## src/sv/frame_mean_variance_deviation_macros.svh

```systemverilog
// Assertion macros for the frame statistics block
`ifndef FRAME_MEAN_VARIANCE_DEVIATION_MACROS_SVH
`define FRAME_MEAN_VARIANCE_DEVIATION_MACROS_SVH

// same-cycle implication, reset masked
`define FMVD_ASSERT_NOW(lbl, ante, cons, msg) \
	lbl: assert property (@(posedge clk) disable iff (!arst_n) (ante) |-> (cons)) \
		else $error(msg);

// next-cycle implication, reset masked
`define FMVD_ASSERT_NEXT(lbl, ante, cons, msg) \
	lbl: assert property (@(posedge clk) disable iff (!arst_n) (ante) |=> (cons)) \
		else $error(msg);

`endif

```

## src/sv/fmvd_pkg.sv

```systemverilog
// Package: codes, widths and types of the frame statistics block
package fmvd_pkg;
	localparam int SampleBits = 16;
	localparam int ValBits    = 48;
	localparam int CountBits  = 17;
	localparam logic [CountBits-1:0] MaxFrame = 17'd65536;

	typedef logic [2:0] stat_sel_t;
	localparam stat_sel_t SEL_MEAN    = 3'd0;
	localparam stat_sel_t SEL_ABSMEAN = 3'd1;
	localparam stat_sel_t SEL_SVAR    = 3'd2;
	localparam stat_sel_t SEL_PVAR    = 3'd3;
	localparam stat_sel_t SEL_SSD     = 3'd4;
	localparam stat_sel_t SEL_PSD     = 3'd5;

	typedef logic [1:0] status_t;
	localparam status_t ST_OK    = 2'd0;
	localparam status_t ST_FEW   = 2'd1;
	localparam status_t ST_SAT   = 2'd2;

	localparam logic CFG_SELECT = 1'b0;
	localparam logic CFG_SCALE  = 1'b1;
endpackage

```

## src/sv/frame_mean_variance_deviation.sv

```systemverilog
// Top level: frame mean, variance and standard deviation with a shared sequential datapath
//
// channel  dir  tdata                     tuser       tlast
// s_*      in   [15:0] sample             -           last_sample
// m_*      out  [47:0] stat_value (Q.16)  [1:0] status -
// cfg_*    in   write port: index 0 stat_select, 1 mean_scale
//
// A sample that does not end a frame is accumulated and s_tready stays high.
// Frame end: means are formed in setup; variance runs setup, shift-add multiplies, a restoring
// divide and output; deviation adds square-root steps. Reset sets mean_scale to 65536.
// s_tready is low from frame end until the result word is in the output register.
// A result waiting on m_tready stalls only the next frame end. Reset clears all other state.
`include "frame_mean_variance_deviation_macros.svh"
module frame_mean_variance_deviation (
	input  logic        clk,
	input  logic        arst_n,
	input  logic        s_tvalid,
	output logic        s_tready,
	input  logic [15:0] s_tdata,   // sample
	input  logic        s_tlast,   // last_sample
	output logic        m_tvalid,
	input  logic        m_tready,
	output logic [47:0] m_tdata,   // stat_value
	output logic [1:0]  m_tuser,   // status
	input  logic        cfg_we,
	input  logic        cfg_index,
	input  logic [16:0] cfg_wdata
);
	import fmvd_pkg::*;

	typedef enum logic [2:0] {
		S_IDLE, S_SETUP, S_MULA, S_MULB, S_DIV, S_SQRT, S_DONE
	} state_t;

	state_t             state_q;
	stat_sel_t          sel_q;
	logic [16:0]        scale_q;
	logic signed [32:0] sum_q;
	logic [31:0]        abs_q;
	logic [46:0]        sq_q;
	logic [CountBits-1:0] cnt_q;
	logic [63:0]        acc_q;
	logic [63:0]        mcand_q;
	logic [31:0]        mplier_q;
	logic [32:0]        den_q;
	logic [95:0]        dvd_q;
	logic [51:0]        rem_q;
	logic [47:0]        root_q;
	logic [6:0]         step_q;
	logic [ValBits-1:0] res_q;
	status_t            stat_q;
	logic               mvalid_q;

	logic signed [15:0] smp;
	logic [15:0]        smag;
	logic [CountBits-1:0] cnt_nx;
	logic               s_acc;
	logic [31:0]        sum_mag;
	logic signed [32:0] mean_op;
	logic signed [50:0] mean_prod;
	logic               sample_kind;
	logic               is_sd;
	logic [32:0]        den_full;
	logic [33:0]        div_r2;
	logic               div_ge;
	logic [95:0]        quot;
	logic [51:0]        sq_r2;
	logic [51:0]        sq_trial;
	logic               sq_ge;

	assign s_tready = (state_q == S_IDLE);
	assign s_acc    = s_tvalid && s_tready;
	assign smp      = $signed(s_tdata);
	assign smag     = smp[15] ? 16'(-smp) : s_tdata;
	assign cnt_nx   = cnt_q + 1'b1;
	assign sum_mag  = sum_q[32] ? 32'(-sum_q) : sum_q[31:0];
	assign mean_op  = (sel_q == SEL_MEAN) ? sum_q : $signed({1'b0, abs_q});
	assign mean_prod = mean_op * $signed({1'b0, scale_q});
	assign sample_kind = (sel_q == SEL_SVAR) || (sel_q == SEL_SSD);
	assign is_sd    = (sel_q == SEL_SSD) || (sel_q == SEL_PSD);
	assign den_full = cnt_q * (sample_kind ? cnt_q - 1'b1 : cnt_q);
	assign div_r2   = {rem_q[32:0], dvd_q[95]};
	assign div_ge   = div_r2 >= {1'b0, den_q};
	assign quot     = {dvd_q[94:0], div_ge};
	assign sq_r2    = {rem_q[49:0], dvd_q[95:94]};
	assign sq_trial = {2'b00, root_q, 2'b01};
	assign sq_ge    = sq_r2 >= sq_trial;

	assign m_tvalid = mvalid_q;
	assign m_tdata  = res_q;
	assign m_tuser  = stat_q;

	always_ff @(posedge clk or negedge arst_n) begin
		if (!arst_n) begin
			state_q  <= S_IDLE;
			sel_q    <= SEL_MEAN;
			scale_q  <= 17'd65536;
			sum_q    <= '0;
			abs_q    <= '0;
			sq_q     <= '0;
			cnt_q    <= '0;
			mvalid_q <= 1'b0;
			step_q   <= '0;
			stat_q   <= ST_OK;
			res_q    <= '0;
			den_q    <= '0;
			acc_q    <= '0;
			mcand_q  <= '0;
			mplier_q <= '0;
			dvd_q    <= '0;
			rem_q    <= '0;
			root_q   <= '0;
		end else begin
			if (cfg_we) begin
				case (cfg_index)
					CFG_SELECT: sel_q   <= cfg_wdata[2:0];
					CFG_SCALE:  scale_q <= cfg_wdata;
					default:    ;
				endcase
			end
			if (mvalid_q && m_tready)
				mvalid_q <= 1'b0;
			case (state_q)
				S_IDLE: begin
					if (s_acc) begin
						sum_q <= sum_q + 33'(smp);
						abs_q <= abs_q + 32'(smag);
						sq_q  <= sq_q + 47'(smag * smag);
						cnt_q <= cnt_nx;
						if (s_tlast || cnt_nx == MaxFrame)
							state_q <= S_SETUP;
					end
				end
				S_SETUP: begin
					// wait until the output word is free
					if (!mvalid_q || m_tready) begin
						stat_q   <= ST_OK;
						res_q    <= '0;
						den_q    <= den_full;
						acc_q    <= '0;
						mcand_q  <= {17'd0, sq_q};
						mplier_q <= {15'd0, cnt_q};
						step_q   <= 7'd17;
						state_q  <= S_DONE;
						if (sel_q == SEL_MEAN || sel_q == SEL_ABSMEAN) begin
							if (mean_prod[50:47] != {4{mean_prod[47]}}) begin
								stat_q <= ST_SAT;
								res_q  <= mean_prod[50] ? {1'b1, 47'd0} : {1'b0, {47{1'b1}}};
							end else
								res_q <= mean_prod[47:0];
						end else if (sel_q > SEL_PSD) begin
							state_q <= S_DONE;
						end else if (sample_kind && cnt_q < 17'd2) begin
							stat_q <= ST_FEW;
						end else
							state_q <= S_MULA;
					end
				end
				S_MULA, S_MULB: begin
					if (mplier_q[0])
						acc_q <= (state_q == S_MULA) ? acc_q + mcand_q : acc_q - mcand_q;
					mcand_q  <= {mcand_q[62:0], 1'b0};
					mplier_q <= {1'b0, mplier_q[31:1]};
					step_q   <= step_q - 1'b1;
					if (step_q == 7'd1) begin
						if (state_q == S_MULA) begin
							mcand_q  <= {32'd0, sum_mag};
							mplier_q <= sum_mag;
							step_q   <= 7'd32;
							state_q  <= S_MULB;
						end else begin
							step_q  <= 7'd96;
							rem_q   <= '0;
							state_q <= S_DIV;
						end
					end
				end
				S_DIV: begin
					if (step_q == 7'd96)
						dvd_q <= is_sd ? {acc_q, 32'd0} : {16'd0, acc_q, 16'd0};
					else begin
						rem_q[32:0] <= div_ge ? 33'(div_r2 - {1'b0, den_q}) : div_r2[32:0];
						dvd_q <= quot;
					end
					step_q <= step_q - 1'b1;
					if (step_q == 7'd0) begin
						rem_q  <= '0;
						root_q <= '0;
						step_q <= 7'd48;
						if (is_sd)
							state_q <= S_SQRT;
						else begin
							state_q <= S_DONE;
							if (quot[95:47] != '0) begin
								stat_q <= ST_SAT;
								res_q  <= {1'b0, {47{1'b1}}};
							end else
								res_q <= quot[47:0];
						end
					end
				end
				S_SQRT: begin
					if (step_q == 7'd0) begin
						state_q <= S_DONE;
						if (root_q[47]) begin
							stat_q <= ST_SAT;
							res_q  <= {1'b0, {47{1'b1}}};
						end else
							res_q <= root_q;
					end else begin
						rem_q  <= sq_ge ? sq_r2 - sq_trial : sq_r2;
						root_q <= {root_q[46:0], sq_ge};
						dvd_q  <= {dvd_q[93:0], 2'b00};
						step_q <= step_q - 1'b1;
					end
				end
				S_DONE: begin
					if (!mvalid_q || m_tready) begin
						mvalid_q <= 1'b1;
						sum_q    <= '0;
						abs_q    <= '0;
						sq_q     <= '0;
						cnt_q    <= '0;
						state_q  <= S_IDLE;
					end
				end
				default: state_q <= S_IDLE;
			endcase
		end
	end

	`FMVD_ASSERT_NEXT(a_end_blocks, s_tvalid && s_tready && s_tlast, !s_tready, "frame end not taken")
	`FMVD_ASSERT_NOW(a_status_code, m_tvalid, m_tuser != 2'd3, "bad status code")
	`FMVD_ASSERT_NEXT(a_out_hold, m_tvalid && !m_tready, m_tvalid && $stable(m_tdata) && $stable(m_tuser), "result word changed while waiting")
	`FMVD_ASSERT_NOW(a_div_den, state_q == S_DIV, den_q != '0, "zero divisor")

endmodule
```

## config.mk

```make
export PLATFORM = sky130hd
export DESIGN_NAME = frame_mean_variance_deviation
export DESIGN_NICKNAME = d
export VERILOG_FILES = /design/src/sv/fmvd_pkg.sv /design/src/sv/frame_mean_variance_deviation.sv
export VERILOG_INCLUDE_DIRS = /design/src /design/src/sv
export SDC_FILE = /design/constraint.sdc
export NUM_CORES = 2
export LEC_CHECK = 0
export BUFFER_PORTS_ARGS = -buffer_cell sky130_fd_sc_hd__buf_2
export CORE_MARGIN = 2
export CORE_UTILIZATION = 30
export DETAILED_ROUTE_END_ITERATION = 16
export PLACE_DENSITY = 0.46
export REMOVE_ABC_BUFFERS = 1
export SYNTH_ARGS = -nofsm -noshare
export SYNTH_HDL_FRONTEND = slang
export SYNTH_SLANG_ARGS = --single-unit
```

## constraint.sdc

```tcl
create_clock -name clk -period 12.06 [get_ports clk]
set_input_delay 0.603 -clock clk [delete_from_list [all_inputs] [get_ports clk]]
set_output_delay 0.603 -clock clk [all_outputs]
set_load 0.01 [all_outputs]
```

==> out/results.ini <==
[timing]
fmax_ghz=0.105
max_slew_margin_pct=19.7
skew_ns=0.0382
finalCritPeriodShare_pct=79.3
setup_viol=0
slew_violations=0
worst_pin_slew_ns=1.19
rsz0062_at_grt=false
hold_violations=0
layout_min_cycle_time_ns=9.57
setup_tns_ns=0

[power]
clockPowerShare_pct=23.3
power_mw=11.2
leakage_nw=41.5
p_sw_mw=5.01
p_comb_share_pct=58.3
p_sw_share_pct=44.9
p_per_area_nw_per_um2=129
vdd_ir_drop_max_mv=0.435
seqPwrFrac_pct=18.4
internal_power_mw=6.15

[cts]
numCtsBuffers=80
cts_root_buf=clkbuf_16
cts_tree=yes
h-tree-depth=3
cts_buffer_depth=3
path_clk_slew_ns=0.06
clkLatencyLatePin_ns=0.71
postCtsSetupRepairBufs=0
clkSinkCount=597

[worst_setup_path]
cp_max_fo=48
crit_required_ns=12.67
arrival_ns=10.18
critPathMaxStageDelay_ns=0.89
critical_path_class=reg2reg
rr_worst_depth=26
crit_top_cell=fa_1
crit_path_end_kind=flip-flop
slowest_stage=mux2_2
start_kind=flip-flop

[status]
status=finished, final reports clean

[finish]
instances_no_fill=12700
nets=10700
area_growth_pct=8.95
fill_cells=27400
drive_gt1_share_pct=5.46

[placement]
port_buffers=91
dpl.hpwl_mm=209
placedCellCount=12600
gp_congestion=0.895

[yosys]
async_reset_ff_share_pct=100
synth.cell_area_um2=79100
postSynthRegisterBits=597
synth_commonest_cells=1519 x inv_1, 1187 x nand2_1, 1032 x fa_1
yosysTopAreaCellShare_pct=26.1
synth_largest_area_cell=fa_1
ys_top_cells_by_area=fa_1 26%, dfrtp_1 19%, ha_1 7.8%
synthCells=9268
synthDistinctLibCells=108
yosysMostFrequentCell=inv_1
synth_flop_cell=dfrtp_1
synth_edf_count=0
yosys_warnings=0
synth-seq-area-share_pct=18.9
syn_avg_cell_area_um2=8.54

[drt]
drt_iter0_markers=4473
drtAntennaViolNets=0
via_per_inst=5.07
post_drt_wl_per_cell_um=21.0
routed_wl_mm=267
remaining_drc_errors=0
vias=64400
drtPass1Iterations=8

[die]
num_rows=188
die_h_um=518
die_area_um2=268000
initial_core_util_pct=30.2
die_w_um=518
io_pins=92
core_area_um2=262000

[job]
maxCapViolCount=0

[global_route]
grt_max_degree=155
grt_pass1_wl_mm=414
track_usage_pct=19.8
grt_pass1_vias=66200
antenna_found_initial=5
grt_overflow=0

[worst_hold_path]
whs_path_depth=2
min_path_type=in2reg

## cells in the final DEF (no fill, tap or decap), types with 112 or more instances in the layout
cell type and count:
xnor2_1 261, nand2_1 1182, o21ai_0 631, nor2_1 436, nand3_1 169, inv_1 1519
dfrtp_1 592, xor2_1 166, a21o_1 127, buf_4 112, fa_1 1032, and2_1 360
ha_1 496, a21oi_1 448
## logic make-up (layout without fill, tap and decap cells)
logic type / count (synthesis) / in the layout / synth area share, %
XOR/XNOR: 427 / 427 / 4.73
AO/OA/AOI/OAI: 1945 / 1945 / 15.6
buffers and inverters: 1994 / 1878 / 9.53
other: 2 / 50 / 0.00949
adder cells (fa/ha/maj): 1528 / 1528 / 33.9
AND/OR/NAND/NOR: 2644 / 2644 / 15.6
multiplexers: 131 / 131 / 1.77
flip-flops: 597 / 597 / 18.9
## power by group through the flow
| stage | clock (mW) | combinational [mW] | sequential, mW |
|---|---|---|---|
| floorplan | 0 | 4.64 | 2.10 |
| global placement | 0 | 6.51 | 2.09 |
| detailed placement | 0 | 6.50 | 2.09 |
| CTS | 2.66 | 6.56 | 2.05 |
| finish | 2.60 | 6.51 | 2.05 |
| global route | 2.74 | 7.36 | 2.05 |
## through the flow
stage	utilization, %	instance area [um2]	hold WS, ns	setup slack, ns
6_report	32.9	86200	0.130	2.49
5_1_grt	32.9	86200	0.103	1.83
4_1_cts	32.9	86200	0.0650	2.44
3_5_place_dp	31.8	83400	0.471	2.03
3_3_place_gp	31.8	83400	0.463	2.11
2_1_floorplan	-	77500	0.307	0.877
## critical path: cells and delay by family, from the launching register on
kind | cells | cell delay, ns
simple gates | 3 | 0.79
fa+ha+maj | 7 | 3.56
buf+inv | 5 | 0.76
flops | 1 | 0.47
compound gates | 8 | 2.00
mux | 2 | 1.54
xor+xnor | 1 | 0.18
## layout make-up
type / instances / area (um2) / share of cell area [%]
Inverter: 1528 / 5740 / 6.65
Tap cell: 3515 / 4400 / 5.10
Antenna cell: 3 / 7.51 / 0.00871
Multi-Input combinational cell: 6722 / 57000 / 66.1
Sequential cell: 597 / 14900 / 17.3
Clock buffer: 106 / 2290 / 2.66
Clock inverter: 39 / 519 / 0.602
Timing Repair Buffer: 205 / 1340 / 1.55
## final timing paths
| path | startpoint | endpoint | slack [ns] |
|---|---|---|---|
| max in group asynchronous | arst_n | scale_q[13] | 9.18 |
| setup reg to reg | sel_q[2] | m_tdata[35] | 2.49 |
| hold reg to reg | den_q[7] | den_q[7] | 0.48 |
| min in group asynchronous | arst_n | cnt_q[16] | 0.56 |
| hold / removal | cfg_wdata[7] | scale_q[7] | 0.13 |
| setup / recovery | sel_q[2] | m_tdata[35] | 2.49 |
## state kept, by name, summed over array words and instances, names as in the netlist, 17 cells and up
name      cells
abs_q        32
acc_q        64
cnt_q        17
den_q        33
dvd_q        96
m_tdata      48
mcand_q      64
mplier_q     32
rem_q        50
root_q       48
scale_q      17
sq_q         47
sum_q        33
## layer usage
metal	up-vias	track usage (%)	part of all wire, %
met1	32900	28.5	48
met5	-	0	0
met2	1327	31.6	46
met4	0	5.12	2.7
met3	259	2.02	3.9
li1	29900	-	-
## what timing repair did
| item | 4_1_cts | 5_1_grt |
|---|---|---|
| hold buffers | 1 | 0 |
| resized for setup | 0 | 0 |
| hold endpoints to repair | 82 | 0 |
| setup endpoints to repair | 0 | 0 |
(Power assumes the default switching activity.)
